**src/hdl/bgi_mul.sv**
```systemverilog
// ----------------------------------------------------------------------------
// bgi_mul
// Shared 33x33 signed multiplier with registered product.
// ----------------------------------------------------------------------------
module bgi_mul (
  input  logic               clk,
  input  logic signed [32:0] a,
  input  logic signed [32:0] b,
  output logic signed [65:0] p
);

  always_ff @(posedge clk) begin
    p <= a * b;
  end

endmodule

```
**config.mk**
```make
export PLATFORM = sky130hd
export DESIGN_NAME = bgi_mul
export DESIGN_NICKNAME = d
export VERILOG_FILES = /design/src/hdl/bgi_mul.sv
export SDC_FILE = /design/constraint.sdc
export NUM_CORES = 2
export LEC_CHECK = 0
export ABC_AREA = 0
export BUFFER_PORTS_ARGS = -buffer_cell sky130_fd_sc_hd__buf_2
export CORE_MARGIN = 2
export CORE_UTILIZATION = 55
export DETAILED_ROUTE_END_ITERATION = 8
export PLACE_DENSITY_LB_ADDON = 0.1
export SYNTH_ARGS = -nofsm -noshare
export SYNTH_HDL_FRONTEND = slang
export SYNTH_SLANG_ARGS = --single-unit
```
**constraint.sdc**
```tcl
create_clock -name clk -period 16.15 [get_ports clk]
set_input_delay 1.615 -clock clk [delete_from_list [all_inputs] [get_ports clk]]
set_output_delay 1.615 -clock clk [all_outputs]
set_load 0.1 [all_outputs]
```
Yosys cells after proc, flatten, opt, wreduce, memory -nomap -nowiden

Cells that the tools add are included.

Register bits after elaboration: 66
Output and inout bits: 66
Logic and storage cells: 2
Bits of input ports: 67

Multipliers: 1

Operators with widths:

| kind                                           | number |
|---|---|
| 33-bit by 33-bit multiplier with 66-bit output | 1 |

Longest topological paths before layout

Word-level depth: 1
Mapped depth: 27
Depth with buffers taken out: 26

Worst setup path after synthesis

OpenSTA, ideal clock, no wires.

Path type: input port to flip-flop
Start: input port a[32]
End: register p[62]
Arrival time: 8.772 ns
Path slack: 7.299 ns
Setup time: 0.079 ns
Path buffers: 2
Required time: 16.071 ns
Stages on the path: 23
Cells stage by stage: clkbuf_1 > nand2_1 > inv_1 > fa_1 > fa_1 > fa_1 > fa_1 > fa_1 > fa_1 > fa_1 > inv_1 > fa_1 > inv_1 > ha_1 > clkbuf_1 > and3_1 > nand3_1 > nand2b_1 > a2111oi_4 > a211oi_4 > a21o_2 > a21o_1 > a211oi_2

Cells in the longest elaborated chain, start to end: 1

Ends and longest elaborated chain:

| element                                        | RTL line | text |
|---|---|---|
| from (decl)                                    | 7        | `input logic signed [32:0] a,` |
| 33-bit by 33-bit multiplier with 66-bit output | 13       | `p <= a * b;` |
| to (signal assigned)                           | 13       |  |
| to (decl)                                      | 9        | `output logic signed [65:0] p` |

Every way passes these cells.

Worst setup path in the final report

Start: input port a[32]
End: register p[64]

The elaborated chain is that of the path after synthesis.

==> impl_metrics.yaml <==
timing:
  finalHoldViolations: 0
  fmax_mhz: 104
  final_max_slew_viol_count: 0
  min_period_ns: 9.58
  worst_pin_slew_ns: 1.12
  fin_tns_setup_ns: 0
  setup_slack_ns: 6.57
  max-slew-margin-rel_pct: 25.1
  setup_viol: 0
  fin_crit_sh_pct: 59.3
  rsz0062_at_grt: "no"
route:
  vias: 28400
  routed_wl_mm: 109
  avgViaCountPerCell: 5.43
  drt_iter0_drc: 1685
  final_antenna_net_count: 0
  drc_errors: 0
  wl_per_cell_um: 20.8
  first_pass_iters: 5
min_path:
  whs_path_depth: 2
  hp-start: "b[0]"
  hold_end: "p[0]$_DFF_P_"
  hold_class: "in -> reg"
setup_path:
  slowest_stage: "fa_1"
  cp.required_ns: 16.39
  worstPathBufferInverterCount: 4
  cp-start-kind: "input port"
  cp.arrival_ns: 9.81
  cpPeakStageDelay_ns: 1.26
  endpoint_kind: "flip-flop"
  critical_path.top_delay_family: "adder cells"
  critical_path.cell_chain: "buf_2, nand2_1, inv_1, fa_1, fa_1, fa_1, fa_1, fa_1, fa_1, fa_1, inv_1, fa_1, inv_1, ha_1, nand4_1, nor3_1, o311ai_4, nand3_2, a211oi_1, a311oi_1"
  critPathKind: "in -> reg"
  crit_path_frequent_cell: "fa_1"
  path_max_fanout: 33
clock_tree:
  clk_pin_slew_ns: 0.06
  htreeDepth: 3
  postCtsSetupBuffers: 0
  clockBufferDepth: 2
  tritoncts: "done"
  cts_buffers: 9
  cts-root-buf: "clkbuf_16"
  postCtsHoldBufs: 0
  cts_sinks: 66
  cts_resized: 0
placement:
  dp_slack_ns: 6.33
  dpl.hpwl_mm: 88.4
  io_buffers: 132
  globalplace.congestion: 0.925
run_status:
  status: "finished clean"
floorplan:
  die_area_mm2: 0.0763
  die_height_um: 276
  rows: 99
  initial_utilization_pct: 55.7
  core_area_mm2: 0.0731
  ios: 133
  fp.dieW_um: 276
global_route:
  grt_pass1_vias: 31500
  antenna_found_initial: 5
  grt.overflow.total: 0
  grt_util_all_layers_pct: 30.0
  grt_max_degree: 34
  grt_pass1_wl_mm: 175
yosys:
  yosys-top-cells-area: "fa_1 56%, inv_1 10%, and2_1 8.6%"
  yosys.area.top_type: "fa_1"
  yosysMostFrequentCell: "fa_1"
  synth_warnings: 0
  muxShareOfSynthArea_pct: 0
  synth_top_area_share_pct: 56.3
  ys_ff_latch: 66
  synth_top_family_by_area: "adder cells"
  yosys.area_share.simple_pct: 15.8
  synth_edf_count: 0
  synth_async_sr_flop_share_pct: 0
  syn_area_mm2: 0.0407
  ys_seq_area_share_pct: 3.24
  syn_avg_cell_area_um2: 9.39
  synth-xor-area-share_pct: 1.46
  synth_fa_ha_area_share_pct: 62.9
  synthFlopType: "dfxtp_1"
  synth_compound_gate_area_share_pct: 4.07
  synthDistinctLibCells: 80
  syn_nets: 5767
  synthCells: 4338
  synth_common_cells: "1145 x fa_1, 1131 x inv_1, 562 x and2_1"
cells_and_area:
  reg.largest.list: "p (66)"
  drive_above_1_share_pct: 4.63
  final_nets: 5702
  areaGrowthSynthToFinish_pct: 3.54
  final_util_pct: 57.7
  largest_register: "p"
  largest_register_ffs: 66
flow_run:
  cap_violations: 0
## worst max path at each step
stage / start / endpoint / slack [ns] / cells after the start
after CTS: a[32] / p[64]$_DFF_P_ / 6.62 / 20
after global routing: a[32] / p[64]$_DFF_P_ / 6.15 / 20
final: a[32] / p[64]$_DFF_P_ / 6.57 / 20
after detailed placement: a[32] / p[64]$_DFF_P_ / 6.33 / 20
after floorplan: a[32] / p[62]$_DFF_P_ / 7.30 / 23
after global placement: a[32] / p[64]$_DFF_P_ / 6.34 / 20
## logic make-up after synthesis
kind of cell,Yosys count
and+or+nand+nor,1271
adders and majority gates,1362
AOI/OAI and AO/OA,219
buffers and inverters,1352
xor gates and xnor gates,68
DFF,66
## per-stage QoR
| stage | hold WS (ns) | instances | instance area (um2) |
|---|---|---|---|
| 2_1_floorplan | 1.74 | 4338 | 40700 |
| 3_3_place_gp | 2.16 | 5221 | 41800 |
| 3_5_place_dp | 2.16 | 5221 | 41800 |
| 4_1_cts | 1.83 | 5237 | 42200 |
| 5_1_grt | 1.86 | 5238 | 42200 |
| 6_report | 1.85 | 5240 | 42200 |
## layer usage
metal / global-route usage, % / vias to the layer above / share of wire (%) / routed length [um]
li1: - / 12200 / - / -
met1: 36.4 / 15200 / 37 / 40100
met2: 53.5 / 861 / 53 / 57700
met3: 3.69 / 232 / 4.8 / 5190
met4: 14.0 / 6 / 5.4 / 5890
met5: 0 / - / 0.029 / 32
## cell usage in the layout, fill, tap and decap left out, types with 12 or more instances in the layout
master | synthesis | routed
xnor2_1 | 43 | 43
xor2_1 | 25 | 25
nand2_1 | 551 | 551
a21oi_1 | 57 | 57
nand2b_1 | 12 | 12
buf_4 | 0 | 13
ha_1 | 217 | 217
nor2_1 | 68 | 68
o21ai_0 | 25 | 25
fa_1 | 1145 | 1145
inv_1 | 1131 | 1131
a21o_1 | 36 | 36
buf_2 | 11 | 132
dfxtp_1 | 66 | 66
and2_1 | 562 | 562
nand3_1 | 25 | 25
## cell type report
type / count / area [um2]
sequential: 66 / 1320
tap: 959 / 1200
inverter: 1131 / 4250
antenna: 3 / 7.51
timing repair buffer: 145 / 758
clock buffer: 10 / 239
multi-input combinational: 2920 / 34300
clock inverter: 6 / 88.8
fill: 6730 / 30900
Power is not shown: default switching activity piles up to over one toggle a cycle in this logic, so the estimate is an artifact.
