<file path="src/hdl/bgi_axis.sv">
// ----------------------------------------------------------------------------
// bgi_axis
// Per-axis index decode: nearest node for adds, cell and fraction for
// evaluates, with the range checks for both.
// ----------------------------------------------------------------------------
module bgi_axis #(
  parameter int FRAC_BITS = 16,
  parameter int IW        = 6,
  parameter int NW        = 7
) (
  input  logic [63:0]        pos,      // |grid position|, Q(2*FRAC_BITS)
  input  logic               neg,
  input  logic [NW-1:0]      npts,     // effective node count
  output logic               add_ok,
  output logic [IW-1:0]      add_idx,
  output logic               ev_ok,
  output logic [IW-1:0]      ev_lo,
  output logic [FRAC_BITS:0] ev_f
);

  localparam int IPW = 64 - 2 * FRAC_BITS;
  localparam logic [63:0] HALF = 64'd1 << (2 * FRAC_BITS - 1);

  logic [IPW-1:0]         ip;
  logic [2*FRAC_BITS-1:0] fr;
  logic [IPW:0]           near;
  logic [NW-1:0]          nm1;
  logic [NW-1:0]          nm2;
  logic                   top;

  assign ip   = pos[63:2*FRAC_BITS];
  assign fr   = pos[2*FRAC_BITS-1:0];
  assign near = {1'b0, ip} + (IPW+1)'(pos[2*FRAC_BITS-1]);
  assign nm1  = npts - NW'(1);
  assign nm2  = npts - NW'(2);
  assign top  = (ip == IPW'(nm1));

  // nearest node, half rounds up; small negatives snap to node 0
  assign add_ok  = neg ? (pos <= HALF) : (near < (IPW+1)'(npts));
  assign add_idx = neg ? '0 : IW'(near);

  // the last node uses the last cell at full weight
  assign ev_ok = !neg && ((ip < IPW'(nm1)) || (top && (fr == '0)));
  assign ev_lo = top ? IW'(nm2) : IW'(ip);
  assign ev_f  = top ? (FRAC_BITS+1)'(1) << FRAC_BITS
                     : {1'b0, fr[2*FRAC_BITS-1:FRAC_BITS]};

endmodule

</file>
<file path="config.mk">
export PLATFORM = sky130hd
export DESIGN_NAME = bgi_axis
export DESIGN_NICKNAME = d
export VERILOG_FILES = /design/src/hdl/bgi_axis.sv
export SDC_FILE = /design/constraint.sdc
export NUM_CORES = 1
export LEC_CHECK = 0
export BUFFER_PORTS_ARGS = -buffer_cell sky130_fd_sc_hd__buf_2
export CORE_MARGIN = 2
export CORE_UTILIZATION = 40
export DETAILED_ROUTE_END_ITERATION = 16
export MAX_ROUTING_LAYER = met4
export PLACE_DENSITY = 0.8
export SETUP_SLACK_MARGIN = 0.2
export SLEW_MARGIN = 20
export SYNTH_ARGS = -nofsm -noshare
export SYNTH_HDL_FRONTEND = slang
export SYNTH_SLANG_ARGS = --single-unit
</file>
<file path="constraint.sdc">
create_clock -name vclk -period 3.7
set_input_delay 0.925 -clock vclk [all_inputs]
set_output_delay 0.925 -clock vclk [all_outputs]
set_load 0.03 [all_outputs]
</file>
* Word level (Yosys, flattened, before mapping)
Index checks and enable logic that the tools add are counted.
** Cells by class
- Add/sub/neg operators :: 3
- Eq/ne operators :: 1
- Reduce and logical (&&, ||, !) cells :: 5
- Multiplexer cells :: 4
- Magnitude comparators :: 3
** Operators with widths (count)
- $le 64x32->1 const B :: 1
- $add 32x1->33 :: 1
- $lt 33x7->1 :: 1
- $eq 32x7->1 :: 1
- $logic_not 32->1 :: 1
- $lt 32x7->1 :: 1
- $mux 17 :: 1
- $mux 6 :: 2
- $sub 7x1->7 const B :: 1
- $sub 6x2->6 const B :: 1
- $logic_and 1x1->1 :: 2
- $logic_not 1->1 :: 1
- $logic_or 1x1->1 :: 1
- $mux 1 :: 1
** Word-level totals
- Output and inout port bits :: 31
- Logic and storage cells :: 16
- Input port bits :: 72
- Register bits :: 0

* Depth between registers and ports, before layout
- Word-level depth :: 5
- Gate-level depth with buffers :: 11
- Gate-level depth less buffers :: 11

* Worst setup path after synthesis
OpenSTA, ideal clock, no wires.
- Kind :: input port to output port
- Start point :: input pos[31]
- End point :: output add_ok
- Data required time :: 2.775 ns
- Slack :: -0.648 ns
- Stages on the path :: 11
- Arrival time :: 3.423 ns
- Buffers on the path :: 0
- Path through :: ha_1 -> ha_1 -> nand3_2 -> nor2_1 -> xor2_1 -> ha_1 -> a2111o_1 -> a221oi_1 -> and4_1 -> nand3_1 -> o41ai_2
** On the way
- Cells in the longest elaborated chain, start to end :: 3
- Elaborated cells on any way between the ends :: 4
- Those cells by class :: add/sub (1); order compare (2); mux (1)
** RTL lines
- from (decl) :: RTL line 11 : input logic [63:0] pos,
- $add 32x1->33 :: RTL line 33 : assign near = {1'b0, ip} + (IPW+1)'(pos[2*FRAC_BITS-1]);
- $lt 33x7->1 :: RTL line 39 : assign add_ok = neg ? (pos <= HALF) : (near < (IPW+1)'(npts));
- $mux 1 (*) :: RTL line 39
- to (decl) :: RTL line 14 : output logic add_ok,
Mark *: on every way between the ends. The rest lies on a longest branch, timed or not.

* Final worst setup path
- Start point :: input pos[32]
- End point :: output add_ok
The elaborated chain is that of the path after synthesis.

==> flow_metrics.tcl <==
set metrics [dict create \
    status "complete, but fails checks" \
    violations "setup timing" \
    worst_pin_slew_ps 530 \
    yosysTopAreaCellShare 0.147 \
    synth_top_area_cell "ha_1" \
    swShare 0.532 \
    synth_nets 314 \
    initial_core_util 0.417 \
    synth.area.top_cells "ha_1 (15%), nor2b_1 (9.4%), xnor2_1 (6.8%)" \
    cp-start-kind "input pin" \
    hpwl_mm 5.27 \
    setup_viol 25 \
    period_share 1.10 \
    powerDensity_nw_per_um2 109 \
    syn_to_final_growth_pct 118 \
    p_leak_nw 1.62 \
    synth-compound-area-share 0.182 \
    criticalPathCategory "input pin to output pin" \
    fp.dieW_um 66.0 \
    grt_pass1_wl_mm 12.2 \
    crit_family "compound AO/OA/AOI/OAI gates" \
    synth_top_family_by_area "simple AND/OR/NAND/NOR gates" \
    fin_crit_ps 4060 \
    synth-simple-area-share 0.508 \
    ys_seq_area_frac 0 \
    wl_per_cell_um 22.3 \
    antenna_cells 0 \
    drc 0 \
    maxSlewHeadroom 0.642 \
    cpMaxStageDelayCell "nor4_4" \
    p_clk_frac 0 \
    synth_common_cells "nor2b_1 (23), ha_1 (18), nand3_1 (15), nor2_1 (15), nor4_1 (14)" \
    row_count 22 \
    clock_buffer_count 0 \
    grt_util_met2 0.698 \
    gp_congestion 0.947 \
    hold_path.class "input pin to output pin" \
    cp_max_fo 4 \
    core_region_area_sq_um 3690 \
    crit_buf_inv 2 \
    power_switching_w 0.000194 \
    report.final.slew_viol_count 0 \
    drive_gt1_frac 0.603 \
    synth_fa_ha_area_frac 0.147 \
    p_comb_frac 1.000 \
    seq_cell_count 0 \
    setup_slack_ps -359 \
    dieArea_sq_um 4350 \
    yosysUniqueCellTypes 51 \
    end_kind "output pin" \
    first_pass_iters 6 \
    slowest_delay_ps 420 \
    vias_per_cell 6.42 \
    seq_area_sq_um 0 \
    seq_power_share 0 \
    first_iter_violations 312 \
    grt_usage 0.376 \
    drv_cap 0 \
    synth_mux_area_frac 0.0204 \
    grt_remaining_overflow 0 \
    antenna_found_initial 0 \
    io_buffers 103 \
    grt_pass1_vias 2576 \
    die_y_um 66.0 \
    critPathArrivalTime_ps 3130 \
    utilization 0.907 \
    crit_chain "buf_8 > ha_4 > ha_4 > nand3_4 > nor4_4 > nand3_1 > o21ai_0 > o22ai_1 > o41ai_4 > buf_4" \
    boundaryPins 103 \
    syn_avg_cell_area_sq_um 6.86 \
    max_freq_ghz 0.246 \
    synth_xor_area_frac 0.0855 \
    p_int_w 0.000171 \
    yosysWarnings 0 \
    irDropWorstVdd_uv 79.7 \
    fillerInstances 150 \
    syn_area_sq_um 1540 \
    multi_input_area_sq_um 1830 \
    busiest_layer "met2" \
    fin_nets 485 \
    wl_mm 9.83 \
    drtAntennaViolNets 0 \
    syn_inst 224 \
    grtUsageMet1 0.418 \
    synthMostInstantiatedCell "nor2b_1" \
    critPathMostFrequentCell "ha_4" \
    grt_use_met3 0.0528 \
    rsz0062_at_grt "true" \
    vias 2831 \
    hold_viol 0 \
    p_total_w 0.000364 \
    required_ps 2770 \
    grt_max_degree 9 \
]
[cells in the final DEF, fill, tap and decap left out, types with 10 or more instances in the layout]
cell,Yosys,final
nor2b_4,0,13
nand2_1,13,10
xnor2_1,12,10
nand3_1,15,12
nor2b_1,23,10
nor4_1,14,13
buf_4,3,66
buf_2,1,73
nor2_1,15,11
ha_1,18,12
nand4_1,10,10
buf_6,0,25
[cell type report]
type	count	share of cell area
multi-input combinational	204	0.548
timing repair buffer	176	0.412
inverter	13	0.0224
tap	48	0.0180
[path summary, 6_finish.rpt]
path	start	depth (start not counted)	to	slack [ps]
setup / recovery	pos[32]	10	add_ok	-360
hold / removal	pos[28]	3	ev_f[12]	2200
[layer usage]
layer,up-vias,share of wire
li1,1202,-
met5,-,0
met2,259,0.47
met3,84,0.11
met4,0,0.082
met1,1286,0.34
[power groups by stage]
stage / logic, W / clock network, W / registers (W)
final: 0.000364 / 0 / 0
after global routing: 0.000377 / 0 / 0
after CTS: 0.000318 / 0 / 0
after detailed placement: 0.000280 / 0 / 0
after global placement: 0.000274 / 0 / 0
after floorplan: 0.000143 / 0 / 0
[timing repair]
action,4_1_cts,5_1_grt
hold endpoints to repair,0,0
hold buffers,0,0
resized for setup,87,17
buffers inserted,10,8
gates cloned,2,0
pin swaps,16,17
setup endpoints to repair,25,25
[through the flow]
stage               hold WS, ps  TNS (ps)  worst slack [ps]  cell area, sq um  std cells
global placement           2230     -4600              -371              2760        421
global route               2210     -6310              -451              3340        441
finish                     2200     -4180              -359              3340        441
detailed placement         2230     -5680              -406              2760        421
floorplan                  1890      -280              -192              1800        224
CTS                        2200     -2940              -316              3210        433
[cells by family after synthesis]
kind of cell | Yosys count
compound gates | 41
xor+xnor | 15
mux | 3
fa+ha+maj | 18
buf+inv | 20
simple gates | 127
(Power assumes the default switching activity.)
